===== src/rtl/core/ssup_pkg.sv =====
`timescale 1ns / 1ps
`default_nettype none

package ssup_pkg;

  // Field widths fixed by the stream format
  localparam int CODE_W = 16;
  localparam int CUR_W  = 15;
  localparam int MV_W   = 20;
  localparam int THR_W  = 9;
  localparam int WIN_W  = 16;
  localparam int CFG_W  = 20;
  localparam int CFG_IDX_W = 3;

  // Default converter resolution
  localparam int CODE_BITS_DEF = 16;

  // Current scaling: mA = 43 * (4950*code - 2500*FS) / (6*FS)
  localparam int I_GAIN   = 212850;   // 4950 * 43
  localparam int I_GAIN_W = 18;
  localparam int I_OFS_K  = 107500;   // 2500 * 43, times FS
  localparam int I_DEN_K  = 6;        // times FS

  // Voltage scaling: mV = code * 53 / 5
  localparam int V_GAIN   = 53;
  localparam int V_GAIN_W = 6;
  localparam int V_DIV    = 5;

  // Ripple threshold = diff / 200, by reciprocal (exact for 16-bit diff)
  localparam int THR_SHIFT   = 24;
  localparam int THR_RECIP   = (1 << THR_SHIFT) / 200 + 1;
  localparam int THR_RECIP_W = 17;
  localparam int THR_RST     = 10;

  // Register reset values
  localparam int WIN_LEN_RST   = 862;
  localparam int OC_LIMIT_RST  = 17558;
  localparam int VLIM_RST      = 1048575;

  // Configuration register indexes
  typedef enum logic [CFG_IDX_W-1:0] {
    REG_WINDOW_LENGTH = 3'd0,
    REG_AC_LOW_SET    = 3'd1,
    REG_AC_LOW_CLEAR  = 3'd2,
    REG_OC_LIMIT      = 3'd3,
    REG_HEAVY_LOAD    = 3'd4,
    REG_VLIM_HEAVY    = 3'd5,
    REG_VLIM_LIGHT    = 3'd6,
    REG_VRELEASE      = 3'd7
  } cfg_reg_t;

endpackage

`default_nettype wire


===== src/rtl/core/ssup_conv.sv =====
`timescale 1ns / 1ps
`default_nettype none

// Five-stage conversion pipe: raw codes in, mA and mV out, AC code carried along.
module ssup_conv
  import ssup_pkg::*;
#(
  parameter int CODE_BITS = CODE_BITS_DEF
) (
  input  wire logic                 clk,
  input  wire logic                 rst_n,
  input  wire logic                 in_valid,
  output logic                      in_ready,
  input  wire logic [CODE_BITS-1:0] in_ac,
  input  wire logic [CODE_BITS-1:0] in_cur_code,
  input  wire logic [CODE_BITS-1:0] in_vout_code,
  output logic                      out_valid,
  input  wire logic                 out_ready,
  output logic [CODE_BITS-1:0]      out_ac,
  output logic [CUR_W-1:0]          out_cur,
  output logic [MV_W-1:0]           out_mv
);

  localparam longint unsigned FS    = (64'd1 << CODE_BITS) - 64'd1;
  localparam longint unsigned I_OFS = 64'(I_OFS_K) * FS;
  localparam longint unsigned Y_MAX = 64'(I_GAIN) * FS - I_OFS;
  localparam int              Y_W   = $clog2(Y_MAX + 64'd1);
  localparam longint unsigned I_DEN = 64'(I_DEN_K) * FS;
  localparam longint unsigned I_RCP = (64'd1 << Y_W) / I_DEN;
  localparam int              I_RCP_W = $clog2(I_RCP + 64'd1);
  localparam int              IP_W  = Y_W + I_RCP_W;
  localparam int              P_W   = CODE_BITS + I_GAIN_W;
  localparam int              V_W   = CODE_BITS + V_GAIN_W;
  localparam longint unsigned V_RCP = (64'd1 << V_W) / V_DIV;
  localparam int              V_RCP_W = $clog2(V_RCP + 64'd1);
  localparam int              VP_W  = V_W + V_RCP_W;

  localparam logic [P_W-1:0] I_OFS_P = P_W'(I_OFS);
  localparam logic [Y_W-1:0] I_DEN_Y = Y_W'(I_DEN);
  localparam logic [V_W-1:0] V_DIV_V = V_W'(V_DIV);

  // stage valids and ready chain
  logic v1_r, v2_r, v3_r, v4_r, v5_r;
  logic rdy1, rdy2, rdy3, rdy4, rdy5;

  assign rdy5 = !v5_r || out_ready;
  assign rdy4 = !v4_r || rdy5;
  assign rdy3 = !v3_r || rdy4;
  assign rdy2 = !v2_r || rdy3;
  assign rdy1 = !v1_r || rdy2;
  assign in_ready = rdy1;

  always_ff @(posedge clk) begin
    if (!rst_n) begin
      v1_r <= 1'b0;
      v2_r <= 1'b0;
      v3_r <= 1'b0;
      v4_r <= 1'b0;
      v5_r <= 1'b0;
    end else begin
      if (rdy1) v1_r <= in_valid;
      if (rdy2) v2_r <= v1_r;
      if (rdy3) v3_r <= v2_r;
      if (rdy4) v4_r <= v3_r;
      if (rdy5) v5_r <= v4_r;
    end
  end

  // S1: input register
  logic [CODE_BITS-1:0] ac1_r, ic1_r, vc1_r;

  always_ff @(posedge clk) begin
    if (rdy1) begin
      ac1_r <= in_ac;
      ic1_r <= in_cur_code;
      vc1_r <= in_vout_code;
    end
  end

  // S2: gain and offset
  logic [CODE_BITS-1:0] ac2_r;
  logic [Y_W-1:0]       y2_r, y_nxt;
  logic [V_W-1:0]       vv2_r;
  logic [P_W-1:0]       i_scaled;

  assign i_scaled = P_W'(ic1_r) * P_W'(I_GAIN);
  assign y_nxt    = (i_scaled > I_OFS_P) ? Y_W'(i_scaled - I_OFS_P) : '0;

  always_ff @(posedge clk) begin
    if (rdy2) begin
      ac2_r <= ac1_r;
      y2_r  <= y_nxt;
      vv2_r <= V_W'(vc1_r) * V_W'(V_GAIN);
    end
  end

  // S3: quotient estimates by reciprocal, low by at most one
  logic [CODE_BITS-1:0] ac3_r;
  logic [Y_W-1:0]       y3_r;
  logic [V_W-1:0]       vv3_r;
  logic [CUR_W-1:0]     qi3_r;
  logic [MV_W-1:0]      qv3_r;
  logic [IP_W-1:0]      i_prod;
  logic [VP_W-1:0]      v_prod;

  assign i_prod = IP_W'(y2_r) * IP_W'(I_RCP);
  assign v_prod = VP_W'(vv2_r) * VP_W'(V_RCP);

  always_ff @(posedge clk) begin
    if (rdy3) begin
      ac3_r <= ac2_r;
      y3_r  <= y2_r;
      vv3_r <= vv2_r;
      qi3_r <= CUR_W'(i_prod >> Y_W);
      qv3_r <= MV_W'(v_prod >> V_W);
    end
  end

  // S4: back-multiply the estimates
  logic [CODE_BITS-1:0] ac4_r;
  logic [Y_W-1:0]       y4_r, mi4_r;
  logic [V_W-1:0]       vv4_r, mv4_r;
  logic [CUR_W-1:0]     qi4_r;
  logic [MV_W-1:0]      qv4_r;

  always_ff @(posedge clk) begin
    if (rdy4) begin
      ac4_r <= ac3_r;
      y4_r  <= y3_r;
      vv4_r <= vv3_r;
      qi4_r <= qi3_r;
      qv4_r <= qv3_r;
      mi4_r <= Y_W'(Y_W'(qi3_r) * I_DEN_Y);
      mv4_r <= V_W'(V_W'(qv3_r) * V_DIV_V);
    end
  end

  // S5: remainder check, bump quotient where it fell short
  logic [CODE_BITS-1:0] ac5_r;
  logic [CUR_W-1:0]     cur5_r;
  logic [MV_W-1:0]      mv5_r;
  logic [Y_W-1:0]       i_rem;
  logic [V_W-1:0]       v_rem;

  assign i_rem = y4_r - mi4_r;
  assign v_rem = vv4_r - mv4_r;

  always_ff @(posedge clk) begin
    if (rdy5) begin
      ac5_r  <= ac4_r;
      cur5_r <= (i_rem >= I_DEN_Y) ? qi4_r + CUR_W'(1) : qi4_r;
      mv5_r  <= (v_rem >= V_DIV_V) ? qv4_r + MV_W'(1) : qv4_r;
    end
  end

  assign out_valid = v5_r;
  assign out_ac    = ac5_r;
  assign out_cur   = cur5_r;
  assign out_mv    = mv5_r;

endmodule

`default_nettype wire


===== src/rtl/core/supply_sample_supervisor.sv =====
`timescale 1ns / 1ps
`default_nettype none

// Supply sample supervisor.
// One item on in_* is one sample period: AC, current and output-voltage codes.
// One item leaves on out_* for every item taken in, in the same order, with
// the converted current and voltage, the latched AC window extremes and
// ripple threshold, and the three alarm flags. out_tlast marks the sample
// that closed an AC min/max window.
// The cfg_* port writes one register per cycle with cfg_we high; write it
// only while no items are in flight.
// From in_* acceptance to out_tvalid an item passes five stages of
// conversion (input register, gain, reciprocal multiply, back-multiply,
// remainder correction), one stage that updates the window and alarm state,
// and one output register that forms the ripple threshold.
// Throughput is one item per cycle while out_tready stays high.
// Reset clears the pipe, loads the register defaults (window of 862 samples)
// and sets the latched threshold to 10 until the first window closes.
// When the receiver stalls, items keep being taken until all seven stages
// hold one; in_tready then follows out_tready.
module supply_sample_supervisor
  import ssup_pkg::*;
#(
  parameter int CODE_BITS = CODE_BITS_DEF
) (
  input  wire logic                 clk,
  input  wire logic                 rst_n,
  // in_tdata: ac_code[15:0], current_code[31:16], vout_code[47:32]
  input  wire logic [47:0]          in_tdata,
  input  wire logic                 in_tvalid,
  output logic                      in_tready,
  // out_tdata: ac_window_max[15:0], ac_window_min[31:16],
  // ac_ripple_threshold[40:32], current_ma[55:41], vout_mv[75:56],
  // low_ac_alarm[76], overcurrent_alarm[77], voltage_limited[78], zero[79]
  output logic [79:0]               out_tdata,
  output logic                      out_tvalid,
  input  wire logic                 out_tready,
  output logic                      out_tlast,    // window_done
  input  wire logic                 cfg_we,
  input  wire logic [CFG_IDX_W-1:0] cfg_index,
  input  wire logic [CFG_W-1:0]     cfg_wdata
);

  localparam logic [CODE_W-1:0] CODE_MAX = CODE_W'((64'd1 << CODE_BITS) - 64'd1);
  localparam int THP_W = CODE_W + THR_RECIP_W;

  // Configuration registers
  logic [WIN_W-1:0] win_len_r;
  logic [CODE_W-1:0] ac_set_r, ac_clr_r;
  logic [CUR_W-1:0] oc_lim_r, heavy_r;
  logic [MV_W-1:0]  vlim_heavy_r, vlim_light_r, vrel_r;

  always_ff @(posedge clk) begin
    if (!rst_n) begin
      win_len_r    <= WIN_W'(WIN_LEN_RST);
      ac_set_r     <= '0;
      ac_clr_r     <= '0;
      oc_lim_r     <= CUR_W'(OC_LIMIT_RST);
      heavy_r      <= '0;
      vlim_heavy_r <= MV_W'(VLIM_RST);
      vlim_light_r <= MV_W'(VLIM_RST);
      vrel_r       <= '0;
    end else if (cfg_we) begin
      unique case (cfg_reg_t'(cfg_index))
        REG_WINDOW_LENGTH: win_len_r    <= cfg_wdata[WIN_W-1:0];
        REG_AC_LOW_SET:    ac_set_r     <= cfg_wdata[CODE_W-1:0];
        REG_AC_LOW_CLEAR:  ac_clr_r     <= cfg_wdata[CODE_W-1:0];
        REG_OC_LIMIT:      oc_lim_r     <= cfg_wdata[CUR_W-1:0];
        REG_HEAVY_LOAD:    heavy_r      <= cfg_wdata[CUR_W-1:0];
        REG_VLIM_HEAVY:    vlim_heavy_r <= cfg_wdata[MV_W-1:0];
        REG_VLIM_LIGHT:    vlim_light_r <= cfg_wdata[MV_W-1:0];
        REG_VRELEASE:      vrel_r       <= cfg_wdata[MV_W-1:0];
      endcase
    end
  end

  // Conversion pipe
  logic                 c_valid, c_ready;
  logic [CODE_BITS-1:0] c_ac;
  logic [CUR_W-1:0]     c_cur;
  logic [MV_W-1:0]      c_mv;

  ssup_conv #(
    .CODE_BITS (CODE_BITS)
  ) u_conv (
    .clk          (clk),
    .rst_n        (rst_n),
    .in_valid     (in_tvalid),
    .in_ready     (in_tready),
    .in_ac        (in_tdata[CODE_BITS-1:0]),
    .in_cur_code  (in_tdata[16 +: CODE_BITS]),
    .in_vout_code (in_tdata[32 +: CODE_BITS]),
    .out_valid    (c_valid),
    .out_ready    (c_ready),
    .out_ac       (c_ac),
    .out_cur      (c_cur),
    .out_mv       (c_mv)
  );

  // Handshake of the state stage and the output register
  logic v6_r, out_valid_r;
  logic rdy6, rdy7, acc6;

  assign rdy7    = !out_valid_r || out_tready;
  assign rdy6    = !v6_r || rdy7;
  assign c_ready = rdy6;
  assign acc6    = c_valid && rdy6;

  // Window and alarm state; its registers double as the stage payload
  logic [WIN_W-1:0]  win_cnt_r, win_cnt_dec;
  logic [CODE_W-1:0] rmax_r, rmin_r, lmax_r, lmin_r, diff_r;
  logic [CODE_W-1:0] ac_ext, rmax_upd, rmin_upd, lmin_clamp, lmax_nxt;
  logic              seen_r, low_r, oc_r, lim_r;
  logic              win_close, low_nxt, lim_nxt;
  logic [MV_W-1:0]   trip;
  logic [CUR_W-1:0]  cur6_r;
  logic [MV_W-1:0]   mv6_r;
  logic              done6_r;

  assign ac_ext      = CODE_W'(c_ac);
  assign rmax_upd    = (ac_ext > rmax_r) ? ac_ext : rmax_r;
  assign rmin_upd    = (ac_ext < rmin_r) ? ac_ext : rmin_r;
  assign lmin_clamp  = (rmin_upd > rmax_upd) ? rmax_upd : rmin_upd;
  assign win_cnt_dec = win_cnt_r - WIN_W'(1);
  assign win_close   = (win_cnt_dec == '0);
  assign lmax_nxt    = win_close ? rmax_upd : lmax_r;
  assign trip        = (c_cur > heavy_r) ? vlim_heavy_r : vlim_light_r;

  // low-AC hysteresis: set test wins over clear test
  always_comb begin
    priority if (lmax_nxt < ac_set_r) begin
      low_nxt = 1'b1;
    end else if (lmax_nxt > ac_clr_r) begin
      low_nxt = 1'b0;
    end else begin
      low_nxt = low_r;
    end
  end

  // overvoltage limit: release below the release level, trip at the load level
  always_comb begin
    if (lim_r) begin
      lim_nxt = !(c_mv < vrel_r);
    end else begin
      lim_nxt = (c_mv >= trip);
    end
  end

  always_ff @(posedge clk) begin
    if (!rst_n) begin
      v6_r      <= 1'b0;
      win_cnt_r <= WIN_W'(WIN_LEN_RST);
      rmax_r    <= '0;
      rmin_r    <= CODE_MAX;
      lmax_r    <= '0;
      lmin_r    <= '0;
      diff_r    <= '0;
      seen_r    <= 1'b0;
      low_r     <= 1'b0;
      oc_r      <= 1'b0;
      lim_r     <= 1'b0;
    end else begin
      if (rdy6) v6_r <= c_valid;
      if (acc6) begin
        if (win_close) begin
          lmax_r    <= rmax_upd;
          lmin_r    <= lmin_clamp;
          diff_r    <= rmax_upd - lmin_clamp;
          seen_r    <= 1'b1;
          rmax_r    <= '0;
          rmin_r    <= CODE_MAX;
          win_cnt_r <= win_len_r;
        end else begin
          rmax_r    <= rmax_upd;
          rmin_r    <= rmin_upd;
          win_cnt_r <= win_cnt_dec;
        end
        low_r <= low_nxt;
        oc_r  <= oc_r || (c_cur > oc_lim_r);
        lim_r <= lim_nxt;
      end
    end
  end

  // per-item fields that are not state
  always_ff @(posedge clk) begin
    if (acc6) begin
      cur6_r  <= c_cur;
      mv6_r   <= c_mv;
      done6_r <= win_close;
    end
  end

  // Output register; ripple threshold by reciprocal multiply
  logic [THP_W-1:0]  thr_prod;
  logic [THR_W-1:0]  thr_nxt;
  logic [CODE_W-1:0] omax_r, omin_r;
  logic [THR_W-1:0]  othr_r;
  logic [CUR_W-1:0]  ocur_r;
  logic [MV_W-1:0]   omv_r;
  logic              olow_r, ooc_r, olim_r, odone_r;

  assign thr_prod = THP_W'(diff_r) * THP_W'(THR_RECIP);
  assign thr_nxt  = seen_r ? THR_W'(thr_prod >> THR_SHIFT) : THR_W'(THR_RST);

  always_ff @(posedge clk) begin
    if (!rst_n) begin
      out_valid_r <= 1'b0;
    end else if (rdy7) begin
      out_valid_r <= v6_r;
    end
  end

  always_ff @(posedge clk) begin
    if (rdy7 && v6_r) begin
      omax_r  <= lmax_r;
      omin_r  <= lmin_r;
      othr_r  <= thr_nxt;
      ocur_r  <= cur6_r;
      omv_r   <= mv6_r;
      olow_r  <= low_r;
      ooc_r   <= oc_r;
      olim_r  <= lim_r;
      odone_r <= done6_r;
    end
  end

  assign out_tvalid = out_valid_r;
  assign out_tlast  = odone_r;
  assign out_tdata  = {1'b0, olim_r, ooc_r, olow_r, omv_r, ocur_r, othr_r, omin_r, omax_r};

  // Checks
  a_min_le_max: assert property (@(posedge clk) disable iff (!rst_n)
    out_valid_r |-> (omin_r <= omax_r))
    else $error("latched AC minimum above maximum");

  a_oc_sticky: assert property (@(posedge clk) disable iff (!rst_n)
    oc_r |=> oc_r)
    else $error("overcurrent alarm cleared");

  a_window_close: assert property (@(posedge clk) disable iff (!rst_n)
    (acc6 && win_cnt_r == WIN_W'(1)) |=> (v6_r && done6_r))
    else $error("window end not flagged");

  a_empty_takes: assert property (@(posedge clk) disable iff (!rst_n)
    (!out_valid_r && !v6_r) |-> c_ready)
    else $error("state stage refused item with empty output");

endmodule

`default_nettype wire

===== config.mk =====
export PLATFORM = sky130hd
export DESIGN_NAME = supply_sample_supervisor
export DESIGN_NICKNAME = d
export VERILOG_FILES = /design/src/rtl/core/ssup_pkg.sv /design/src/rtl/core/ssup_conv.sv /design/src/rtl/core/supply_sample_supervisor.sv
export SDC_FILE = /design/constraint.sdc
export NUM_CORES = 2
export LEC_CHECK = 0
export BUFFER_PORTS_ARGS = -buffer_cell sky130_fd_sc_hd__clkbuf_2
export CAP_MARGIN = 20
export CORE_AREA = 2 2 322 324
export CTS_CLUSTER_DIAMETER = 60
export DETAILED_ROUTE_END_ITERATION = 10
export DIE_AREA = 0 0 324 326
export GPL_TIMING_DRIVEN = 0
export PLACE_DENSITY = 0.86
export SLEW_MARGIN = 20
export SYNTH_ARGS = -nofsm -noshare
export SYNTH_HDL_FRONTEND = slang
export SYNTH_SLANG_ARGS = --single-unit
export TNS_END_PERCENT = 1

===== constraint.sdc =====
create_clock -name clk -period 13.34 [get_ports clk]
set_input_delay 1.334 -clock clk [delete_from_list [all_inputs] [get_ports clk]]
set_output_delay 1.334 -clock clk [all_outputs]
set_load 0.02 [all_outputs]

# After elaboration in Yosys (flattened, before gate mapping)
# Index checks and enable logic that the tools add are counted.
# Widths: inputs -> output; s select.
# word_totals
output_inout_bits	83
reg_bits	797
inputBits	76
# op_classes
addsub	7
mux	13
magnitude_cmp	12
n_mul	7
n_reduce_logical	31
n_eq_ne	7
# ops
op	n
$mux 16	7
$mul 16x17->33 const B	2
$gt 16x16->1	3
$mul 33x15->48 const B	1
$mul 22x18->40 const B	1
$mux 20	2
$gt 34x33->1 const B	1
$ge 33x19->1 const B	1
$sub 33x33->33	1
$sub 33x33->33 const B	1
$lt 16x16->1	2
$mul 15x18->32 const B	1
$gt 15x15->1	2
$ge 22x3->1 const B	1
$mul 16x6->22 const B	1
$mul 20x3->22 const B	1
$sub 22x22->22	1
$add 20x1->20 const B	1
$ge 20x20->1	1
$lt 20x20->1	1
$reduce_and 2->1	10
$logic_not 16->1	1
$sub 16x1->16 const B	1
$sub 16x16->16	1
11 further kinds	32

# Logic depth before layout (Yosys ltp)
# depth
word_depth	8
mapped_depth	39
mapped_depth_nobuf	38

# Cells and area by module
# A second synthesis with hierarchy kept.
# hier_totals
cells_unflattened	6424
hier_area_um2	67179.4
# modules_own_cells
mod	area_each_um2	seq_area_each_um2	instances	cells_each
ssup_conv	44789.2	12982.5	1	3999
supply_sample_supervisor	22390.2	8287.9	1	2425

# Worst setup path before layout
# Ideal clock, no wire load.
# synth_timing
kind	register -> register
from	register u_conv.ac5_r[15] (netlist: u_conv.out_ac[15])
to	register diff_r[14]
setup_time_ns	0.070
stages_incl_launch_ff	35
required_time_ns	13.270
arrival_time_ns	6.949
path_buffers	3
path_slack_ns	6.321
path_cell_list	edfxtp_1 -> ha_1 -> nand4_1 -> or3_1 -> o221ai_1 -> o21a_1 -> buf_1 -> clkbuf_1 -> nand2_1 -> o21ai_0 -> inv_1 -> ha_1 -> a21o_1 -> a21o_1 -> a21oi_1 -> nor2_1 -> a211oi_1 -> inv_1 -> o31ai_2 -> buf_2 -> a21oi_1 -> ha_1 -> fa_1 -> nor2b_1 -> o21ai_0 -> a21boi_0 -> o21ai_0 -> a21oi_1 -> o21ai_0 -> a21boi_0 -> o21ai_0 -> a21oi_1 -> xor2_1 -> nand2_1 -> a21oi_1
# synth_between
elab_chain_cells	5
word_cells_on_any_way	7
classes_between	add/sub: 1; order compare: 3; mux: 3
# synth_lines
element	line	rtl
start, declared	ssup_conv.sv:139	logic [CODE_BITS-1:0] ac5_r;
start signal, assigned	ssup_conv.sv:150	ac5_r <= ac4_r;
$lt 16x16->1 / $gt 16x16->1 (equally long branches)	supply_sample_supervisor.sv:122, supply_sample_supervisor.sv:121	
$mux 16, on equally long branches	supply_sample_supervisor.sv:122, supply_sample_supervisor.sv:121	
$gt 16x16->1	supply_sample_supervisor.sv:123	assign lmin_clamp = (rmin_upd > rmax_upd) ? rmax_upd : rmin_upd;
$mux 16 (*)	supply_sample_supervisor.sv:123	
named net lmin_clamp[0]	supply_sample_supervisor.sv:112	logic [CODE_W-1:0] ac_ext, rmax_upd, rmin_upd, lmin_clamp, lmax_nxt;
$sub 16x16->16 (*)	supply_sample_supervisor.sv:168	diff_r <= rmax_upd - lmin_clamp;
end signal, assigned	supply_sample_supervisor.sv:168	
end, declared	supply_sample_supervisor.sv:111	logic [CODE_W-1:0] rmax_r, rmin_r, lmax_r, lmin_r, diff_r;
# Mark *: on every way through the listed nets, which the timed path passes. The rest lies on a longest branch.
# A chain may end at the register's enable or synchronous reset.

# Final worst setup path
# Ends and elaborated chain as after synthesis.

==> impl_metrics.json <==
{
  "drt-wirelength-per-cell_um": 19.3,
  "drtIter0Drc": 3192,
  "rsz0062_at_grt": "no",
  "synth_top_area_cell": "edfxtp_1",
  "postSynthAreaPerCell_um2": 10.7,
  "htreeDepth": 3,
  "setup_tns_ns": 0,
  "grt_pass1_wl_um": 245000,
  "num_rows": 118,
  "ant_nets": 0,
  "drcViolationCount": 0,
  "port_buffers": 139,
  "grt_pass1_vias": 48150,
  "numCtsBuffers": 87,
  "seq_area_frac_synth_pct": 32.3,
  "grt.overflow.total": 0,
  "gp_congestion": 0.974,
  "dr.pass1.iters": 7,
  "status": "finished clean",
  "clock_skew_ns": 0.0479,
  "via_per_inst": 5.79,
  "critPathMaxStageDelay_ns": 0.69,
  "path_class": "flip-flop to flip-flop",
  "synth_cell_types": 104,
  "floorplan.initialDensity_pct": 64.2,
  "fmax_mhz": 106,
  "grt_antenna_before_repair": 2,
  "cap_viol_max_count": 0,
  "critPathSlowestCell": "o31ai_2",
  "seq_area_mm2": 0.0213,
  "cts_setup_buffers": 0,
  "num_vias": 45422,
  "synth_edf_count": 545,
  "yosysWarnings": 0,
  "core_area_mm2": 0.103,
  "dp_hpwl_um": 120000,
  "gr-usage-all-layers_pct": 29.4,
  "synth_area_leaders": "edfxtp_1 (25%), fa_1 (19%), ha_1 (19%)",
  "start_kind": "flip-flop",
  "synthDominantCellAreaShare_pct": 24.9,
  "path_clk_slew_ns": 0.06,
  "synth_fp_nets": 7881,
  "clk_latency_ns": 0.69,
  "required_ns": 13.95,
  "pin_count": 159,
  "worst_slew_pin_slew_ns": 1.03,
  "die_x_um": 324,
  "nNetsFinal": 8117,
  "die_y_um": 326,
  "cts_root_buf": "clkbuf_16",
  "cts_resized": 0,
  "die_area_mm2": 0.106,
  "period_share_pct": 70.7,
  "hold_violations": 0,
  "synth_flop_cell": "edfxtp_1",
  "clock_path_buffers": 3,
  "endpoint_kind": "flip-flop",
  "drive_gt1_share_pct": 6.20,
  "period_minus_slack_ns": 9.44,
  "synthesis.area_mm2": 0.0658,
  "async_reset_ff_share_pct": 0,
  "arrival_ns": 10.04,
  "setup_violations": 0,
  "areaGrowthSynthToFinish_pct": 8.66,
  "drv_slew": 0,
  "netlist_instances": 6154,
  "wl_um": 151000,
  "clock-sinks": 790,
  "ys_seq_elements": 790,
  "final_cell_area_mm2": 0.0715,
  "hold_buffers": 0,
  "critPathMaxFanout": 10,
  "nFillCells": 7010,
  "slew_headroom_pct": 30.8,
  "grt_max_degree": 80,
  "tritoncts": "built",
  "multi_input_area_mm2": 0.0395,
  "place_area_mm2": 0.0685,
  "hold_class": "flip-flop to flip-flop"
}
## Yosys cell counts (11+ instances only)
cell	n
a31oi_1	22
o22ai_1	12
nand3_1	121
inv_1	1198
nor2b_1	55
ha_1	1011
o211ai_1	37
xor2_1	66
dfxtp_1	245
mux2i_1	52
mux2_2	16
and2_1	17
a211oi_1	35
o21ai_0	149
o31ai_1	11
or3_1	26
o21bai_1	27
nand2b_1	38
nand2_1	473
a22oi_1	19
o21ai_1	21
clkbuf_2	15
clkbuf_1	77
a21boi_0	11
a21o_1	95
nor2_1	249
a21oi_1	295
nor3_1	57
fa_1	640
xnor2_1	144
buf_2	19
edfxtp_1	545
and3_1	41
nor3b_1	11
o21a_1	43
nand4_1	52
## layout by cell type, fill, tap and decap left out, drive strengths merged, types with 32 or more instances in the layout
master	netlist	layout
inv	1199	1211
ha	1011	1011
fa	640	640
edfxtp	545	545
nand2	473	473
clkbuf	92	335
a21oi	296	296
nor2	250	250
dfxtp	245	245
o21ai	171	171
xnor2	145	145
nand3	122	122
a21o	95	95
xor2	66	66
nor3	59	59
nor2b	55	55
nand4	52	52
mux2i	52	52
o21a	43	43
and3	41	41
buf	32	40
a211oi	39	39
nand2b	38	38
o211ai	38	38
clkinv	1	32
## state kept, by name, summed over array words and instances (netlist names), 20 cells and up
name	count
vlim_light_r	20
u_conv.qv3_r	20
u_conv.vv3_r	22
u_conv.y2_r	32
u_conv.mi4_r	30
mv6_r	20
u_conv.y3_r	32
u_conv.vv4_r	22
vrel_r	20
u_conv.mv4_r	20
u_conv.out_mv	20
u_conv.qv4_r	20
omv_r	20
u_conv.y4_r	32
u_conv.vv2_r	22
vlim_heavy_r	20
## through the flow
| step | std cells | utilization, % | hold slack, ns | setup WS (ns) |
|---|---|---|---|---|
| after floorplan | 6154 | - | 0.400 | 6.32 |
| after global placement | 7673 | 66.5 | 0.400 | 4.69 |
| after detailed placement | 7681 | 66.7 | 0.405 | 4.43 |
| after CTS | 7844 | 69.7 | 0.405 | 4.40 |
| after global routing | 7845 | 69.7 | 0.415 | 3.53 |
| final | 7845 | 69.7 | 0.404 | 3.90 |
## logic make-up (layout without fill, tap and decap cells)
logic type	Yosys count	in the layout	share of synthesized area (%)
XOR/XNOR	211	211	2.82
multiplexers	69	69	1.08
buffers and inverters	1324	1634	7.67
flip-flops	790	790	32.3
AO/OA/AOI/OAI	900	900	8.84
adder cells (fa/ha/maj)	1651	1651	38.7
AND/OR/NAND/NOR	1208	1208	8.61
other	1	2	0.00570
## layer usage
| layer | track usage [%] | vias up | routed length (um) |
|---|---|---|---|
| li1 | - | 21178 | - |
| met1 | 35.7 | 22224 | 58500 |
| met2 | 52.0 | 1548 | 76700 |
| met3 | 4.05 | 472 | 8910 |
| met4 | 12.7 | 0 | 7250 |
| met5 | 0 | - | 0 |
## final timing paths
path	startpoint	endpoint	slack, ns	cells after the start
worst max-delay path	u_conv.out_ac[15]$_DFFE_PP_	diff_r[14]$_SDFFE_PN0P_	3.90	34
worst min-delay path	u_conv.y3_r[32]$_DFFE_PP_	u_conv.y4_r[32]$_DFFE_PP_	0.40	0
worst max register to register	u_conv.out_ac[15]$_DFFE_PP_	diff_r[14]$_SDFFE_PN0P_	3.90	34
worst min register to register	u_conv.y3_r[32]$_DFFE_PP_	u_conv.y4_r[32]$_DFFE_PP_	0.40	0
## worst max-delay path: cells and delay by family, from the launching register on
kind                       cells  cell delay (ns)
DFF                            1             0.50
buffers and inverters          5             1.82
AOI/OAI and AO/OA             18             4.14
and+or+nand+nor                6             1.00
adders and majority gates      4             1.40
xor gates and xnor gates       1             0.48
## final cells by class
class,instances,area share [%]
timing repair buffer,147,1.24
antenna,1,0.00350
buffer,124,0.768
tap,1380,2.41
clock inverter,59,0.976
sequential,790,29.7
inverter,1200,6.31
clock buffer,104,3.29
multi-input combinational,4040,55.3
Power is not shown: default switching activity piles up to over one toggle a cycle in this logic, so the estimate is an artifact.
